<file path="src/hw/rtl/wpm_pkg.sv">
// Shared types and constants for the wildcard pattern matcher.
`default_nettype none

package wpm_pkg;

   // Request action codes.
   localparam logic [1:0] ACT_CLEAR   = 2'd0;
   localparam logic [1:0] ACT_APPEND  = 2'd1;
   localparam logic [1:0] ACT_TEXT    = 2'd2;
   localparam logic [1:0] ACT_RESTART = 2'd3;

   // Wildcard bytes.
   localparam logic [7:0] STAR_BYTE  = 8'h2A;
   localparam logic [7:0] QMARK_BYTE = 8'h3F;

   // Command from the request stage to the pattern store. Both strobes are
   // only raised in the cycle in which a request is processed.
   typedef struct packed {
      logic       clear;
      logic       append;
      logic [7:0] ch;
   } pat_cmd_type;

endpackage

`default_nettype wire

</file>
<file path="src/hw/rtl/wpm_pattern_store.sv">
// Pattern byte registers, pattern length and per-position compare flags.
`default_nettype none

module wpm_pattern_store
   import wpm_pkg::*;
#(
   parameter int MAX_PATTERN = 32
) (
   input  wire logic                               clock,
   input  wire logic                               reset,
   input  wire pat_cmd_type                        cmd,
   output logic [$clog2(MAX_PATTERN+1)-1:0]        count_eff,
   output logic                                    full,
   output logic [MAX_PATTERN-1:0]                  valid_vec,
   output logic [MAX_PATTERN-1:0]                  star_vec,
   output logic [MAX_PATTERN-1:0]                  hit_vec
);

   localparam int CNT_W = $clog2(MAX_PATTERN + 1);

   logic [7:0]       store_ff [MAX_PATTERN];
   logic [CNT_W-1:0] count_ff;
   logic [CNT_W-1:0] count_in;
   logic             do_append;
   logic [7:0]       byte_eff [MAX_PATTERN];

   // The flags describe the pattern as it stands after this command, so an
   // append is already visible to the row rebuild in the same cycle.
   always_comb begin
      full      = (count_ff == CNT_W'(MAX_PATTERN));
      do_append = cmd.append && !full;
      if (cmd.clear) begin
         count_in = '0;
      end else begin
         count_in = count_ff + CNT_W'(do_append);
      end
      count_eff = count_in;
      for (int i = 0; i < MAX_PATTERN; i++) begin
         if (do_append && (count_ff == CNT_W'(i))) begin
            byte_eff[i] = cmd.ch;
         end else begin
            byte_eff[i] = store_ff[i];
         end
         valid_vec[i] = (CNT_W'(i) < count_in);
         star_vec[i]  = (byte_eff[i] == STAR_BYTE);
         hit_vec[i]   = star_vec[i] || (byte_eff[i] == QMARK_BYTE) ||
                        (byte_eff[i] == cmd.ch);
      end
   end

   always_ff @(posedge clock) begin
      if (reset) begin
         count_ff <= '0;
      end else begin
         count_ff <= count_in;
      end
   end

   always_ff @(posedge clock) begin
      for (int i = 0; i < MAX_PATTERN; i++) begin
         if (do_append && (count_ff == CNT_W'(i))) begin
            store_ff[i] <= cmd.ch;
         end
      end
   end

endmodule

`default_nettype wire

</file>
<file path="src/hw/rtl/wpm_row_update.sv">
// Prefix-match row update with a parallel-prefix star chain.
`default_nettype none

module wpm_row_update
   import wpm_pkg::*;
#(
   parameter int MAX_PATTERN = 32
) (
   input  wire logic [MAX_PATTERN:0]   old_row,
   input  wire logic [MAX_PATTERN-1:0] valid_vec,
   input  wire logic [MAX_PATTERN-1:0] star_vec,
   input  wire logic [MAX_PATTERN-1:0] hit_vec,
   input  wire logic                   rebuild,
   output logic      [MAX_PATTERN:0]   new_row
);

   localparam int ROW_W  = MAX_PATTERN + 1;
   localparam int LEVELS = $clog2(ROW_W);

   logic [ROW_W-1:0] gen;
   logic [ROW_W-1:0] prop;
   logic [ROW_W-1:0] g_lvl [LEVELS+1];
   logic [ROW_W-1:0] p_lvl [LEVELS+1];

   // Bit j is gen[j] or (prop[j] and bit j-1): a carry chain that a star
   // propagates, resolved in log2 levels.
   always_comb begin
      gen[0]  = rebuild;
      prop[0] = 1'b0;
      for (int j = 1; j < ROW_W; j++) begin
         prop[j] = valid_vec[j-1] && star_vec[j-1];
         gen[j]  = !rebuild && valid_vec[j-1] &&
                   ((star_vec[j-1] && old_row[j]) || (old_row[j-1] && hit_vec[j-1]));
      end
      g_lvl[0] = gen;
      p_lvl[0] = prop;
      for (int k = 0; k < LEVELS; k++) begin
         for (int j = 0; j < ROW_W; j++) begin
            if (j >= (1 << k)) begin
               g_lvl[k+1][j] = g_lvl[k][j] || (p_lvl[k][j] && g_lvl[k][j-(1<<k)]);
               p_lvl[k+1][j] = p_lvl[k][j] && p_lvl[k][j-(1<<k)];
            end else begin
               g_lvl[k+1][j] = g_lvl[k][j];
               p_lvl[k+1][j] = p_lvl[k][j];
            end
         end
      end
      new_row = g_lvl[LEVELS];
   end

endmodule

`default_nettype wire

</file>
<file path="src/hw/rtl/wildcard_pattern_matcher.sv">
// Top level of the streaming wildcard pattern matcher.
//
//   Channel  Direction  Handshake              Payload
//   req      in         req_valid / req_stall  req_action[1:0], req_ch[7:0]
//   rsp      out        rsp_valid / rsp_stall  rsp_matched, rsp_status
//
// An accepted request is held in the request register until the response
// register can load; the response register then shows its response, so the
// response can be taken from there.
// One request is accepted per cycle while the response side keeps up; the
// throughput is set by the combinational row update between the two registers.
// A stalled response holds the request register, and req_stall rises only when
// that register is full and cannot move on.
// Reset is synchronous and active high: the pattern becomes empty and the row
// holds only the empty-prefix bit. Pattern bytes are not cleared.
`default_nettype none

module wildcard_pattern_matcher
   import wpm_pkg::*;
#(
   parameter int MAX_PATTERN = 32
) (
   input  wire logic       clock,
   input  wire logic       reset,
   input  wire logic       req_valid,
   output logic            req_stall,
   input  wire logic [1:0] req_action,
   input  wire logic [7:0] req_ch,
   output logic            rsp_valid,
   input  wire logic       rsp_stall,
   output logic            rsp_matched,
   output logic            rsp_status
);

   localparam int CNT_W = $clog2(MAX_PATTERN + 1);
   localparam int ROW_W = MAX_PATTERN + 1;

   // Request register.
   logic       in_valid_ff;
   logic [1:0] in_action_ff;
   logic [7:0] in_ch_ff;

   // Response register.
   logic rsp_valid_ff;
   logic rsp_matched_ff;
   logic rsp_status_ff;

   // Prefix-match row: bit j is set when the text so far matches the first
   // j pattern bytes.
   logic [ROW_W-1:0] row_ff;
   logic [ROW_W-1:0] row_in;
   logic [ROW_W-1:0] row_upd;

   logic             rsp_adv;
   logic             fire;
   pat_cmd_type      cmd;
   logic [CNT_W-1:0] count_eff;
   logic             full;
   logic [MAX_PATTERN-1:0] valid_vec;
   logic [MAX_PATTERN-1:0] star_vec;
   logic [MAX_PATTERN-1:0] hit_vec;
   logic             rebuild;
   logic             drop;

   // The response register can load when it is empty or being taken.
   assign rsp_adv   = !rsp_valid_ff || !rsp_stall;
   assign fire      = in_valid_ff && rsp_adv;
   assign req_stall = in_valid_ff && !rsp_adv;

   always_comb begin
      cmd.clear  = fire && (in_action_ff == ACT_CLEAR);
      cmd.append = fire && (in_action_ff == ACT_APPEND);
      cmd.ch     = in_ch_ff;
   end

   wpm_pattern_store #(
      .MAX_PATTERN(MAX_PATTERN)
   ) u_store (
      .clock    (clock),
      .reset    (reset),
      .cmd      (cmd),
      .count_eff(count_eff),
      .full     (full),
      .valid_vec(valid_vec),
      .star_vec (star_vec),
      .hit_vec  (hit_vec)
   );

   // Appends and restarts rebuild the row for the empty text; a text byte
   // advances it.
   assign rebuild = (in_action_ff != ACT_TEXT);

   wpm_row_update #(
      .MAX_PATTERN(MAX_PATTERN)
   ) u_row (
      .old_row  (row_ff),
      .valid_vec(valid_vec),
      .star_vec (star_vec),
      .hit_vec  (hit_vec),
      .rebuild  (rebuild),
      .new_row  (row_upd)
   );

   // A full pattern drops the appended byte and leaves the text untouched.
   assign drop = (in_action_ff == ACT_APPEND) && full;

   always_comb begin
      row_in = row_ff;
      if (fire) begin
         case (in_action_ff)
            ACT_CLEAR: begin
               row_in = ROW_W'(1);
            end
            ACT_APPEND: begin
               if (!full) begin
                  row_in = row_upd;
               end
            end
            ACT_TEXT, ACT_RESTART: begin
               row_in = row_upd;
            end
            default: begin
               row_in = row_ff;
            end
         endcase
      end
   end

   always_ff @(posedge clock) begin
      if (reset) begin
         row_ff <= ROW_W'(1);
      end else begin
         row_ff <= row_in;
      end
   end

   // Request register loads whenever it is free to move on.
   always_ff @(posedge clock) begin
      if (reset) begin
         in_valid_ff <= 1'b0;
      end else if (!req_stall) begin
         in_valid_ff <= req_valid;
      end
   end

   always_ff @(posedge clock) begin
      if (req_valid && !req_stall) begin
         in_action_ff <= req_action;
         in_ch_ff     <= req_ch;
      end
   end

   // Response register.
   always_ff @(posedge clock) begin
      if (reset) begin
         rsp_valid_ff <= 1'b0;
      end else if (rsp_adv) begin
         rsp_valid_ff <= in_valid_ff;
      end
   end

   always_ff @(posedge clock) begin
      if (fire) begin
         rsp_matched_ff <= row_in[count_eff];
         rsp_status_ff  <= drop;
      end
   end

   assign rsp_valid   = rsp_valid_ff;
   assign rsp_matched = rsp_matched_ff;
   assign rsp_status  = rsp_status_ff;

   // The row never marks a prefix longer than the stored pattern.
   a_row_within_count: assert property (@(posedge clock) disable iff (reset)
      ((row_ff >> u_store.count_ff) >> 1) == '0)
      else $error("prefix row has bits above the pattern length");

   // The pattern length stays within its capacity.
   a_count_bound: assert property (@(posedge clock) disable iff (reset)
      u_store.count_ff <= CNT_W'(MAX_PATTERN))
      else $error("pattern length exceeds capacity");

   // A waiting drop response implies the pattern is still full.
   a_status_full: assert property (@(posedge clock) disable iff (reset)
      (rsp_valid_ff && rsp_status_ff) |-> full)
      else $error("drop reported while the pattern has room");

   // A waiting response agrees with the state it was computed from.
   a_match_state: assert property (@(posedge clock) disable iff (reset)
      rsp_valid_ff |-> (rsp_matched_ff == row_ff[u_store.count_ff]))
      else $error("response does not match the stored row");

   // The row only changes when a request is processed.
   a_row_hold: assert property (@(posedge clock) disable iff (reset)
      !fire |=> $stable(row_ff))
      else $error("row changed without a request");

endmodule

`default_nettype wire
</file>
<file path="config.mk">
export PLATFORM = sky130hd
export DESIGN_NAME = wildcard_pattern_matcher
export DESIGN_NICKNAME = d
export VERILOG_FILES = /design/src/hw/rtl/wpm_pkg.sv /design/src/hw/rtl/wpm_pattern_store.sv /design/src/hw/rtl/wpm_row_update.sv /design/src/hw/rtl/wildcard_pattern_matcher.sv
export SDC_FILE = /design/constraint.sdc
export NUM_CORES = 1
export LEC_CHECK = 0
export CORE_ASPECT_RATIO = 2
export CORE_MARGIN = 2
export CORE_UTILIZATION = 35
export DETAILED_ROUTE_END_ITERATION = 10
export DONT_BUFFER_PORTS = 1
export PLACE_DENSITY = 0.51
export SYNTH_ARGS = -nofsm -noshare
export SYNTH_HDL_FRONTEND = slang
export SYNTH_SLANG_ARGS = --single-unit
export TNS_END_PERCENT = 5
</file>
<file path="constraint.sdc">
create_clock -name clock -period 14.8 [get_ports clock]
set_clock_uncertainty 0.15 [all_clocks]
set_input_delay 0.74 -clock clock [delete_from_list [all_inputs] [get_ports clock]]
set_output_delay 0.74 -clock clock [all_outputs]
set_load 0.005 [all_outputs]
</file>
## After elaboration in Yosys (flattened, before gate mapping)

Memory sizes are Yosys's and may differ from the RTL's.
Index checks and enable logic that the tools add are counted.

| operators by class | value |
|---|---|
| add/sub/neg operators | 1 |
| multipliers | 0 |
| div/mod/pow operators | 0 |
| $lt $le $gt $ge | 33 |
| eq/ne operators | 132 |
| shift operators | 0 |
| muxes and demuxes | 195 |
| bitwise logic cells | 0 |
| reduce and logical (&&, ||, !) cells | 709 |

Operators with widths:

| kind | number |
|---|---|
| $eq 8x6->1 const B | 64 |
| $mux 8 | 63 |
| $logic_and 1x1->1 | 437 |
| $eq 8x8->1 | 32 |
| $reduce_or 8->1 | 31 |
| $logic_or 1x1->1 | 232 |
| $mux 5 | 31 |
| $pmux 33 s3 | 1 |
| $eq 6x5->1 const B | 16 |
| $lt 5x6->1 const A | 16 |
| $mux 1 | 96 |
| $mux 33 | 2 |
| $eq 6x4->1 const B | 8 |
| $lt 4x6->1 const A | 8 |
| $eq 6x3->1 const B | 4 |
| $lt 3x6->1 const A | 4 |
| $eq 6x2->1 const B | 2 |
| $lt 1x6->1 const A | 2 |
| $lt 2x6->1 const A | 2 |
| $lt 6x7->1 const B | 1 |
| $add 6x1->6 | 1 |
| $bmux 1 s6 | 1 |
| $eq 6x1->1 const B | 1 |
| $eq 6x6->1 const B | 1 |
| 8 further kinds | 14 |

| word-level totals | value |
|---|---|
| register bits after elaboration | 53 |
| latch bits | 0 |
| bits in writable memories | 256 |
| ROM bits | 0 |
| input bits | 14 |
| output and inout port bits | 4 |
| logic and storage cells | 1079 |
| memories kept | 1 |

Memories:

| name | depth | width | rd ports | clocked after Yosys merged registers in | write ports | line | source |
|---|---|---|---|---|---|---|---|
| u_store.store_ff | 32 | 8 | 32 | 0 | 1 | wpm_pattern_store.sv:21 | `logic [7:0] store_ff [MAX_PATTERN];` |

## Longest topological paths before layout

Gate-level depths: netlist (run 1).

| depth | value |
|---|---|
| depth in word-level cells | 40 |
| gate-level depth with buffers | 25 |
| gate-level depth less buffers | 20 |

## Cells and area by module

From an unflattened synthesis (run 1), not the netlist that was laid out.

| unflattened totals | value |
|---|---|
| cells, all modules | 1777 |
| area, all modules | 17176.5 um2 |

By module, submodules not included:

| module | times used | cells an instance | area an instance (um2) | sequential area each (um2) |
|---|---|---|---|---|
| wpm_pattern_store | 1 | 1353 | 13621.8 | 5245.0 |
| wildcard_pattern_matcher | 1 | 191 | 1984.4 | 1061.0 |
| wpm_row_update | 1 | 233 | 1570.3 | 0.0 |

## Least setup slack after synthesis (run 1)

OpenSTA, ideal clock, no wires.

| timing | value |
|---|---|
| kind | in2reg |
| from | in rsp_stall |
| to | reg rsp_matched_ff, in the netlist rsp_matched, data pin |
| library setup time | 260 ps |
| arrival | 4727 ps |
| required time | 14390 ps |
| path slack | 9663 ps |
| stages on the path | 25 |
| buffers on the path | 6 |
| path through | a21bo_2 -> buf_6 -> inv_4 -> buf_2 -> nand2_1 -> nor2_1 -> ha_1 -> buf_2 -> nand4_1 -> or3_1 -> buf_2 -> nand2_1 -> buf_2 -> buf_4 -> nor3_1 -> a21oi_1 -> nand4_1 -> a211oi_1 -> o2111ai_1 -> a41oi_2 -> o221ai_1 -> a311oi_1 -> and3_1 -> nand4_1 -> o2bb2ai_1 |

| between the ends | value |
|---|---|
| longest elaborated chain between the ends | 29 |
| elaborated cells on any way between the ends | 834 |
| those cells by class | add/sub (1); order compare (32); eq/ne (96); mux (38); reduce/logical (667) |

Ends and longest elaborated chain:

| element | line | source |
|---|---|---|
| start, declared | wildcard_pattern_matcher.sv:30 | `input wire logic rsp_stall,` |
| $logic_not 1->1 (*) | wildcard_pattern_matcher.sv:66 | `assign rsp_adv = !rsp_valid_ff \|\| !rsp_stall;` |
| $logic_or 1x1->1 (*) | wildcard_pattern_matcher.sv:66 |  |
| $logic_and 1x1->1 (*) | wildcard_pattern_matcher.sv:67 | `assign fire = in_valid_ff && rsp_adv;` |
| parallel branches: the longest is 24 deep, another holds $add 6x1->6 | - |  |
| $bmux 1 s6 (*) | wildcard_pattern_matcher.sv:164 | `rsp_matched_ff <= row_in[count_eff];` |
| $mux 1 (not written as such) (*) | wildcard_pattern_matcher.sv:164 |  |
| end signal, assigned | wildcard_pattern_matcher.sv:164 |  |
| end, declared | wildcard_pattern_matcher.sv:45 | `logic rsp_matched_ff;` |

Mark *: on every way between the ends. The select of a mux whose other input is x is not followed.
A chain may end at the register's enable or synchronous reset.

## Worst setup path in the final report (run 1)

| timing | value |
|---|---|
| from | reg in_valid_ff |
| to | reg rsp_matched_ff, in the netlist rsp_matched, data pin |

| between the ends | value |
|---|---|
| longest elaborated chain between the ends | 27 |
| elaborated cells on any way between the ends | 832 |
| those cells by class | add/sub (1); order compare (32); eq/ne (96); mux (38); reduce/logical (665) |

Ends and longest elaborated chain:

| element | line | source |
|---|---|---|
| start, declared | wildcard_pattern_matcher.sv:39 | `logic in_valid_ff;` |
| start signal, assigned | wildcard_pattern_matcher.sv:142 | `in_valid_ff <= req_valid;` |
| $logic_and 1x1->1 (*) | wildcard_pattern_matcher.sv:67 |  |
| parallel branches: the longest is 24 deep, another holds $add 6x1->6 | - |  |
| $bmux 1 s6 (*) | wildcard_pattern_matcher.sv:164 |  |
| $mux 1 (not written as such) (*) | wildcard_pattern_matcher.sv:164 |  |

Marked as above.

==> results of run 1 <==
-- kinds of logic after synthesis --
family	count (synthesis)	synth area share [%]
buffers and inverters	183	4.074
AO/OA/AOI/OAI	408	14.90
adder cells (fa/ha/maj)	1	0.06476
XOR/XNOR	259	11.74
multiplexers	252	14.51
flip-flops	309	32.64
AND/OR/NAND/NOR	802	22.07
-- Yosys cell counts (all sizes together) (21+ instances only) --
cell	number
inv	33
nand2	214
nor2	140
a21oi	95
mux2	221
dfxtp	297
a22oi	21
nor3	59
nand3	65
o21ai	96
xnor2	154
mux2i	31
buf	74
a31oi	27
nand4	95
and3	31
or3	23
clkbuf	76
nor4	54
a211oi	28
xor2	105
-- worst paths after layout --
path                            start  cells past startpoint                       end  slack, ps
min reg2reg  u_store.store_ff[0][123]                      2  u_store.store_ff[0][123]        320
max                       in_valid_ff                     21               rsp_matched       7870
max reg2reg               in_valid_ff                     21               rsp_matched       7870
min                             reset                      1                 row_ff[8]         20
-- registers in the layout (all words and copies together), names as in the netlist --
| signal | count |
|---|---|
| in_valid_ff | 1 |
| rsp_status | 1 |
| in_ch_ff | 8 |
| rsp_matched | 1 |
| u_store.store_ff | 256 |
| row_ff | 33 |
| u_store.count_ff | 6 |
| rsp_valid | 1 |
| in_action_ff | 2 |
-- report_power, final --
group	total [W]	switching (W)	internal, W	leakage, nW
clock network	0.000798	0.000354	0.000444	0.483
logic	0.000138	0.0000906	0.0000477	4.59
registers	0.000863	0.0000141	0.000849	2.51
-- area by class of cell --
type	count	area share, %
Clock inverter	17	0.7973
Timing Repair Buffer	46	1.774
Multi-Input combinational cell	1722	58.62
Inverter	33	0.6055
Tap cell	676	4.053
Clock buffer	38	3.939
Sequential cell	309	30.21
-- worst max-delay path, stage by stage (launching register included) --
cell and delay, ps:
dfxtp_1 380, a21bo_2 400, inv_4 460, nand2_1 220, nor2_1 140, ha_1 430, xor2_1 270, o21ai_0 140
buf_4 180, nand3_1 350, nor2_1 780, nor4_1 220, a31oi_1 680, nand4_1 170, a211oi_1 200, o2111ai_1 270
a41oi_2 280, o221ai_1 160, a311oi_1 310, and3_1 200, nand4_1 90, o2bb2ai_1 160
-- per-stage QoR --
stage | cells | utilization [%] | power (W) | instance area [um^2]
3_3_place_gp | 2786 | 36.48 | 0.001017 | 19880
4_1_cts | 2841 | 38.29 | 0.001824 | 20870
3_5_place_dp | 2786 | 36.48 | 0.001019 | 19880
2_1_floorplan | 2214 | - | 0.0009744 | 19320
6_report | 2841 | 38.29 | 0.001799 | 20870
5_1_grt | 2841 | 38.29 | 0.001870 | 20870
-- routing by layer --
layer | share of wire [%] | vias to the layer above | GRT usage [%]
met5 | 0.040 | - | 0
met4 | 9.7 | 4 | 21.40
met3 | 5.3 | 280 | 4.320
met2 | 51 | 629 | 45.69
met1 | 34 | 8134 | 24.13
li1 | - | 7961 | -
-- placed cells by master (no fill, tap or decap), drive strengths merged, types with 46 or more instances in the layout --
cell   netlist  layout
a21oi       95      95
buf         74      46
dfxtp      297     297
mux2       221     221
nand2      214     214
nand3       65      65
nand4       95      95
nor2       140     140
nor3        59      59
nor4        54      54
o21ai       96      96
xnor2      154     154
xor2       105     105
==> results.toml, run 1 <==
[die]
die_x_um = 170.1
fp.coreArea_um2 = 54500
start_util_pct = 35.44
row_count = 121
dieHeight_um = 336.2
fp.dieArea_um2 = 57200
pin_count = 18

[final_layout]
drive_gt1_share_pct = 17.18
nNetsFinal = 2157
area_growth_pct = 8.045
nFillCells = 5522
diodes = 0
multiInputGateArea_um2 = 12230
regArea_um2 = 6306

[sta]
worst_slew_pin_slew_ps = 1314
final.setup.tns_ps = 0
hold_viol_final = 0
rsz0062_at_grt = "false"
fmax_ghz = 0.1443
slew_violations = 0
holdWs_ps = 22.44
setup_violations = 0
setup_ws_ps = 7870
maxSlewHeadroom_pct = 12.05
period_minus_slack_ps = 6930
fin_crit_sh_pct = 46.82

[route]
remaining_drc_errors = 0
vias = 17010
wirelength_mm = 72.43
drt-wirelength-per-cell_um = 25.49
vias_per_cell = 5.987
drtPass1Iterations = 5
drtIter0Drc = 1127
ant_nets = 0

[power]
leakage_nw = 7.588
pwr_density_cell_nw_per_um2 = 86.18
max-vdd-ir-drop_mv = 0.08515

[synth]
synth_fp_nets = 2229
syn_avg_cell_area_um2 = 8.725
synthArstFlopShare_pct = 0
yosysSeqAreaShare_pct = 32.64
synth-edff-count = 12
yosys.area.top_type = "dfxtp_1"
synth_cell_type_count = 105
synth_seq_cells = 309
ys.warnings.count = 0
synthTopCellsByArea = "dfxtp_1, mux2_2, xnor2_1, xor2_1, nand2_1"
synth_top_cell_area_share_pct = 30.78
synthCells = 2214
synth_area_um2 = 19320
synth_ff_type = "dfxtp_1"

[worst_setup_path]
crit_type = "flop to flop"
cp-start-kind = "flop"
cp-end-kind = "flop"
cp_data_required_time_ps = 15020
critPathArrivalTime_ps = 7150
cp_max_fo = 47

[run]
maxCapViolCount = 0

[cts]
hold_buffers = 0
clock_latency_ps = 630
tritoncts = "yes"
cts-buffers-inserted = 30
ctsResizeCount = 0
clk_pin_slew_ps = 80
cts-htree-levels = 1
clockBufferDepth = 3
cts.sinks = 309
root_buffer = "clkbuf_16"
post_cts_buffers = 0

[global_route]
grt_start_max_net_pins = 69
grt_pass1_vias = 17060
grt_usage_pct = 25.07
grt_antenna_before_repair = 2
grt_overflow = 0
grt_pass1_wl_mm = 107.1

[run_status]
status = "completed"

[placed_design]
routabilityCongestion = 0.9833
portBuffers = 0
dp_hpwl_mm = 52.95
place_ws_ps = 7856

[worst_hold_path]
hold_path_class = "input port to flop"
(Power assumes the default switching activity.)
==> inputs of run 2 (changes only) <==
--- a/config.mk
+++ b/config.mk
@@ -10,7 +10,7 @@
 export CORE_UTILIZATION = 35
 export DETAILED_ROUTE_END_ITERATION = 10
 export DONT_BUFFER_PORTS = 1
-export PLACE_DENSITY = 0.51
+export PLACE_DENSITY = 0.53
 export SYNTH_ARGS = -nofsm -noshare
 export SYNTH_HDL_FRONTEND = slang
 export SYNTH_SLANG_ARGS = --single-unit
==> constraint.sdc (replaced) <==
create_clock -name clock -period 6.2 [get_ports clock]
set_clock_uncertainty 0.15 [all_clocks]
set_input_delay 0.31 -clock clock [delete_from_list [all_inputs] [get_ports clock]]
set_output_delay 0.31 -clock clock [all_outputs]
set_load 0.005 [all_outputs]
==> run 2 against run 1 <==
Net effect:
- wire length up 7.3%
- maximum frequency up 17%
- flip-flop and latch count unchanged
- critical path type unchanged
- largest cell class unchanged
==> results.toml, run 2 (synthesized netlist as in run 1, its figures left out) <==
[run_status]
status = "completed"

[route]
drt-wirelength-per-cell_um = 26.62
remaining_drc_errors = 0
drtIter0Drc = 1246
vias_per_cell = 5.994
wirelength_mm = 77.70
ant_nets = 0
drtPass1Iterations = 6
vias = 17500

[final_layout]
nNetsFinal = 2235
largest_reg_flops = 256
final_common_cell = "dfxtp_1"
reg.largest.list = "u_store.store_ff x256, row_ff x33, in_ch_ff x8"
final_cell_area_um2 = 21600
diodes = 0
top_register = "u_store.store_ff"
mostFrequentLayoutCells = "dfxtp_1, mux2_2, nand2_1"
nFillCells = 5513
drive_gt1_share_pct = 19.88
area_growth_pct = 11.81

[worst_setup_path]
reg2reg_to = "rsp_matched"
cp_max_fo = 17
path_cells = "a21bo_2 -> inv_4 -> nand2_1 -> nor2_1 -> ha_1 -> buf_4 -> xnor2_1 -> o2111ai_1 -> a22oi_1 -> nor3_2 -> a21oi_1 -> o21ai_0 -> a22oi_1 -> o31ai_4 -> o311ai_0 -> a211o_1 -> and3_1 -> nand4_1 -> o2bb2ai_1"
cp_data_required_time_ps = 6420
slowest_delay_ps = 790
critPathLaunch = "rsp_valid"
cp-start-kind = "flop"
reg2reg_depth = 19
crit_type = "flop to flop"
critPathArrivalTime_ps = 6160
endpoint = "rsp_matched"
r2r_slack_ps = 250
slowest_stage = "o311ai_0"
cp-end-kind = "flop"
cp_common_cell = "a22oi_1"
worstReg2RegStart = "rsp_valid"

[placed_design]
portBuffers = 0
routabilityCongestion = 1.025
dp_hpwl_mm = 57.67
post_dp_cell_area_um2 = 20380

[global_route]
grt_pass1_wl_mm = 114.1
grt_usage_pct = 26.95
grt_overflow = 0
grt_pass1_vias = 17770
grt_use_met3_pct = 4.390
grt_antenna_before_repair = 2
grt_util_met1_pct = 25.31
met2_usage_pct = 49.20
grt.busiest_layer = "met2"
grt_start_max_net_pins = 69

[power]
leakage_nw = 7.999
clkPwrFrac_pct = 45.2
seqPwrFrac_pct = 46.7
max-vdd-ir-drop_mv = 0.1971
pwr-share-comb_pct = 8.1
swShare_pct = 25.80
p_switching_w = 0.001137
p_int_w = 0.003269
pwr_density_cell_nw_per_um2 = 204.0

[cts]
root_buffer = "clkbuf_16"
cts-buffers-inserted = 31
tritoncts = "yes"
clk_pin_slew_ps = 80
cts-htree-levels = 1
cts.sinks = 309
clockBufferDepth = 3
clock_latency_ps = 620

[sta]
fin_crit_sh_pct = 95.91
slew_violations = 0
period_minus_slack_ps = 5946
maxSlewHeadroom_pct = 19.52
worst_slew_pin_slew_ps = 1203
final.setup.tns_ps = 0
hold_viol_final = 0
fmax_ghz = 0.1682
setup_violations = 0
rsz0062_at_grt = "false"

[worst_hold_path]
hold_path_class = "input port to flop"

[die]
dieHeight_um = 336.2
pin_count = 18
start_util_pct = 35.44
die_x_um = 170.1
row_count = 121
fp.coreArea_um2 = 54500
fp.dieArea_um2 = 57200

[run]
maxCapViolCount = 0
==> run 2: cell count changes in the layout (fill, tap and decap cells not counted), sizes merged <==
cell,before,now
buf,46,109
dlygate4sd3,0,14
clkinv,12,7
clkbuf,38,41
inv,34,37
==> run 2: critical path, delay by kind of cell (launching register included) <==
kind	cells	cell delay (ps)
buffers and inverters	2	210
flip-flops	1	400
adder cells (fa/ha/maj)	1	210
AO/OA/AOI/OAI	10	3540
AND/OR/NAND/NOR	5	690
XOR/XNOR	1	450
==> run 2: worst min path at each step <==
| stage | from | to | slack (ps) | cells after the start |
|---|---|---|---|---|
| after floorplan | reset | row_ff[1] | 230 | 1 |
| after CTS | req_valid | in_action_ff[1] | 10 | 2 |
| after global placement | reset | row_ff[9] | 240 | 1 |
| after global routing | req_valid | in_action_ff[0] | 60 | 2 |
| after detailed placement | reset | row_ff[1] | 250 | 1 |
| final | req_valid | in_action_ff[0] | 60 | 2 |
==> run 2: what timing repair did <==
action                                  in CTS  in global routing
endpoints found under the setup margin       0                  1
endpoints found under the hold margin       51                  0
hold buffers                                15                  0
resized for setup                            0                  2
buffers inserted                             0                  0
==> run 2: power groups by stage <==
stage          Sequential (W)  Clock, W  Combinational, W
6_report              0.00206   0.00199          0.000358
3_3_place_gp          0.00210         0          0.000338
4_1_cts               0.00206   0.00205          0.000356
3_5_place_dp          0.00210         0          0.000340
5_1_grt               0.00206   0.00211          0.000380
2_1_floorplan         0.00209         0          0.000236
==> run 2: area by class of cell <==
type                            count  area (um^2)  share of cell area [%]
Inverter                           33        126.4                  0.5851
Tap cell                          676        845.8                   3.916
Timing Repair Buffer              123         1028                   4.762
Clock buffer                       41        873.3                   4.043
Clock inverter                     15        170.2                  0.7878
Sequential cell                   309         6306                   29.20
Multi-Input combinational cell   1722        12250                   56.71
==> run 2: metrics by stage <==
step	instances	total power, W	hold slack [ps]	worst slack (ps)	utilization, %
6_report	2919	0.004406	60.63	253.7	39.63
5_1_grt	2919	0.004555	58.54	89.60	39.63
4_1_cts	2919	0.004459	10.11	277.3	39.62
3_5_place_dp	2848	0.002442	245.0	296.3	37.40
3_3_place_gp	2848	0.002439	242.8	237.8	37.40
2_1_floorplan	2214	0.002326	231.6	1392	-
==> run 2: routing by layer <==
metal	share of wire, %	vias to the layer above
li1	-	8100
met1	33	8507
met2	51	592
met3	5.0	296
met4	11	2
met5	0.017	-
==> inputs of run 3 (changes only) <==
--- a/config.mk
+++ b/config.mk
@@ -7,10 +7,11 @@
 export LEC_CHECK = 0
 export CORE_ASPECT_RATIO = 2
 export CORE_MARGIN = 2
-export CORE_UTILIZATION = 35
+export CORE_UTILIZATION = 59
 export DETAILED_ROUTE_END_ITERATION = 10
 export DONT_BUFFER_PORTS = 1
-export PLACE_DENSITY = 0.53
+export PLACE_DENSITY = 0.8
+export RECOVER_POWER = 50
 export SYNTH_ARGS = -nofsm -noshare
 export SYNTH_HDL_FRONTEND = slang
 export SYNTH_SLANG_ARGS = --single-unit
==> run 3 against run 2 <==
Net effect:
- first-iteration DRC count is 46% higher
- via count rose by 5.7%
- combinational power down 1%
- sequential power barely moved
- die area fell by 40%
==> results.toml, run 3 (synthesized netlist as in run 1, its figures left out) <==
[run_status]
status = "completed"

[power]
pwr_density_cell_nw_per_um2 = 202.5
max-vdd-ir-drop_mv = 0.2874
leakage_nw = 7.958

[route]
drtIter0Drc = 1824
drtPass1Iterations = 6
routed.top_layer = "met4"
remaining_drc_errors = 0
wirelength_mm = 72.14
route.met3.wl_mm = 5.445
drt-wirelength-per-cell_um = 26.91
ant_nets = 0
vias_per_cell = 6.896
vias = 18490
route.met2.wl_mm = 34.85
wl_met1_mm = 24.14

[worst_hold_path]
min-delay-start = "req_ch[6]"
hold_path_depth = 1
min_to = "in_ch_ff[6]"
hold_path_class = "input port to flop"

[die]
pin_count = 18
dieHeight_um = 259.9
fp.dieArea_um2 = 34290
start_util_pct = 59.93
fp.coreArea_um2 = 32230
row_count = 93
die_x_um = 131.9

[sta]
fin_crit_sh_pct = 96.84
maxSlewHeadroom_pct = 2.598
setup_violations = 0
final.setup.tns_ps = 0
period_minus_slack_ps = 6004
rsz0062_at_grt = "false"
slew_violations = 0
fmax_ghz = 0.1666
hold_viol_final = 0
worst_slew_pin_slew_ps = 1456

[cts]
post_cts_buffers = 0
clk_pin_slew_ps = 70
cts.sinks = 309
clockBufferDepth = 3
cts-buffers-inserted = 28
cts-htree-levels = 1
tritoncts = "yes"
root_buffer = "clkbuf_16"
clock_latency_ps = 590

[placed_design]
dp_hpwl_mm = 50.90
place_inst = 2611
portBuffers = 0
routabilityCongestion = 1.189

[worst_setup_path]
slowest_stage = "clkbuf_1"
path_cells = "clkbuf_1 -> nor2_1 -> clkbuf_1 -> nand4_1 -> clkbuf_1 -> mux2_2 -> o21ai_0 -> a211oi_1 -> o21bai_1 -> o21ai_0 -> a2111oi_2 -> buf_4 -> a211oi_2 -> nor2_1 -> nor2_1 -> o311ai_0 -> and3_1 -> nand4_1 -> o2bb2ai_1"
crit_type = "flop to flop"
r2r_slack_ps = 200
worstReg2RegStart = "u_store.count_ff[0]"
cp-start-kind = "flop"
slowest_delay_ps = 700
critPathArrivalTime_ps = 6180
reg2reg_depth = 19
cp_max_fo = 18
cp-end-kind = "flop"
cp_data_required_time_ps = 6380
reg2reg_to = "rsp_matched"

[final_layout]
nNetsFinal = 2244
stdcell_count = 2681
regArea_um2 = 6306
multiInputGateArea_um2 = 12240
largest_reg_flops = 256
drive_gt1_share_pct = 18.88
top_register = "u_store.store_ff"
reg.largest.list = "u_store.store_ff x256, row_ff x33, in_ch_ff x8"
final_common_cell = "dfxtp_1"
area_growth_pct = 9.832
nFillCells = 2733
mostFrequentLayoutCells = "dfxtp_1, mux2_2, nand2_1"

[global_route]
grt_pass1_vias = 18230
grt_pass1_wl_mm = 108.0
grt_antenna_before_repair = 2
grt_overflow = 0
grt_usage_pct = 41.35
grt_start_max_net_pins = 67

[run]
maxCapViolCount = 0
[run 3: worst max-delay path: cells and delay by family (launching register included)]
kind	cells	cell delay, ps
flip-flops	1	560
buffers and inverters	4	1770
multiplexers	1	410
AO/OA/AOI/OAI	8	1540
AND/OR/NAND/NOR	6	1310
[run 3: metal layers]
layer  vias up  global-route usage [%]
li1       8133                       -
met1      9010                   41.89
met2       978                   71.35
met3       368                   8.519
met4         0                   37.02
met5         -                       0
[run 3: how the worst max path moves through the flow]
stage                        startpoint     endpoint  slack, ps  cells past startpoint
global route        u_store.count_ff[0]  rsp_matched         40                     19
floorplan               in_action_ff[1]  rsp_matched       1390                     25
global placement              rsp_valid  rsp_matched        660                     21
finish              u_store.count_ff[0]  rsp_matched        200                     19
detailed placement            rsp_valid  rsp_matched        670                     21
CTS                           rsp_valid  rsp_matched        650                     21
[run 3: power by group]
| group | internal, W | switching (W) |
|---|---|---|
| clock network | 0.00107 | 0.000818 |
| registers | 0.00202 | 0.0000311 |
| logic | 0.000124 | 0.000231 |
[run 3: area by class of cell]
cell class | instances | share of cell area, %
Clock inverter | 11 | 0.5308
Antenna cell | 3 | 0.03538
Inverter | 33 | 0.5956
Tap cell | 427 | 2.518
Sequential cell | 309 | 29.72
Timing Repair Buffer | 135 | 4.753
Multi-Input combinational cell | 1722 | 57.69
Clock buffer | 41 | 4.158
[run 3: timing repair]
action,4_1_cts,5_1_grt
hold buffers,15,0
gates resized for setup,0,2
endpoints found under the setup margin,0,1
endpoints found under the hold margin,51,0
[run 3: stage by stage]
step	util (%)	area [um^2]	worst slack [ps]	total power [W]	hold slack, ps
finish	65.82	21220	195.8	0.004297	200.3
global placement	62.50	20150	662.5	0.002418	241.4
CTS	66.08	21300	653.3	0.004292	56.69
floorplan	-	19320	1392	0.002326	231.6
global route	65.80	21210	35.03	0.004393	209.7
detailed placement	62.50	20150	672.2	0.002428	243.3
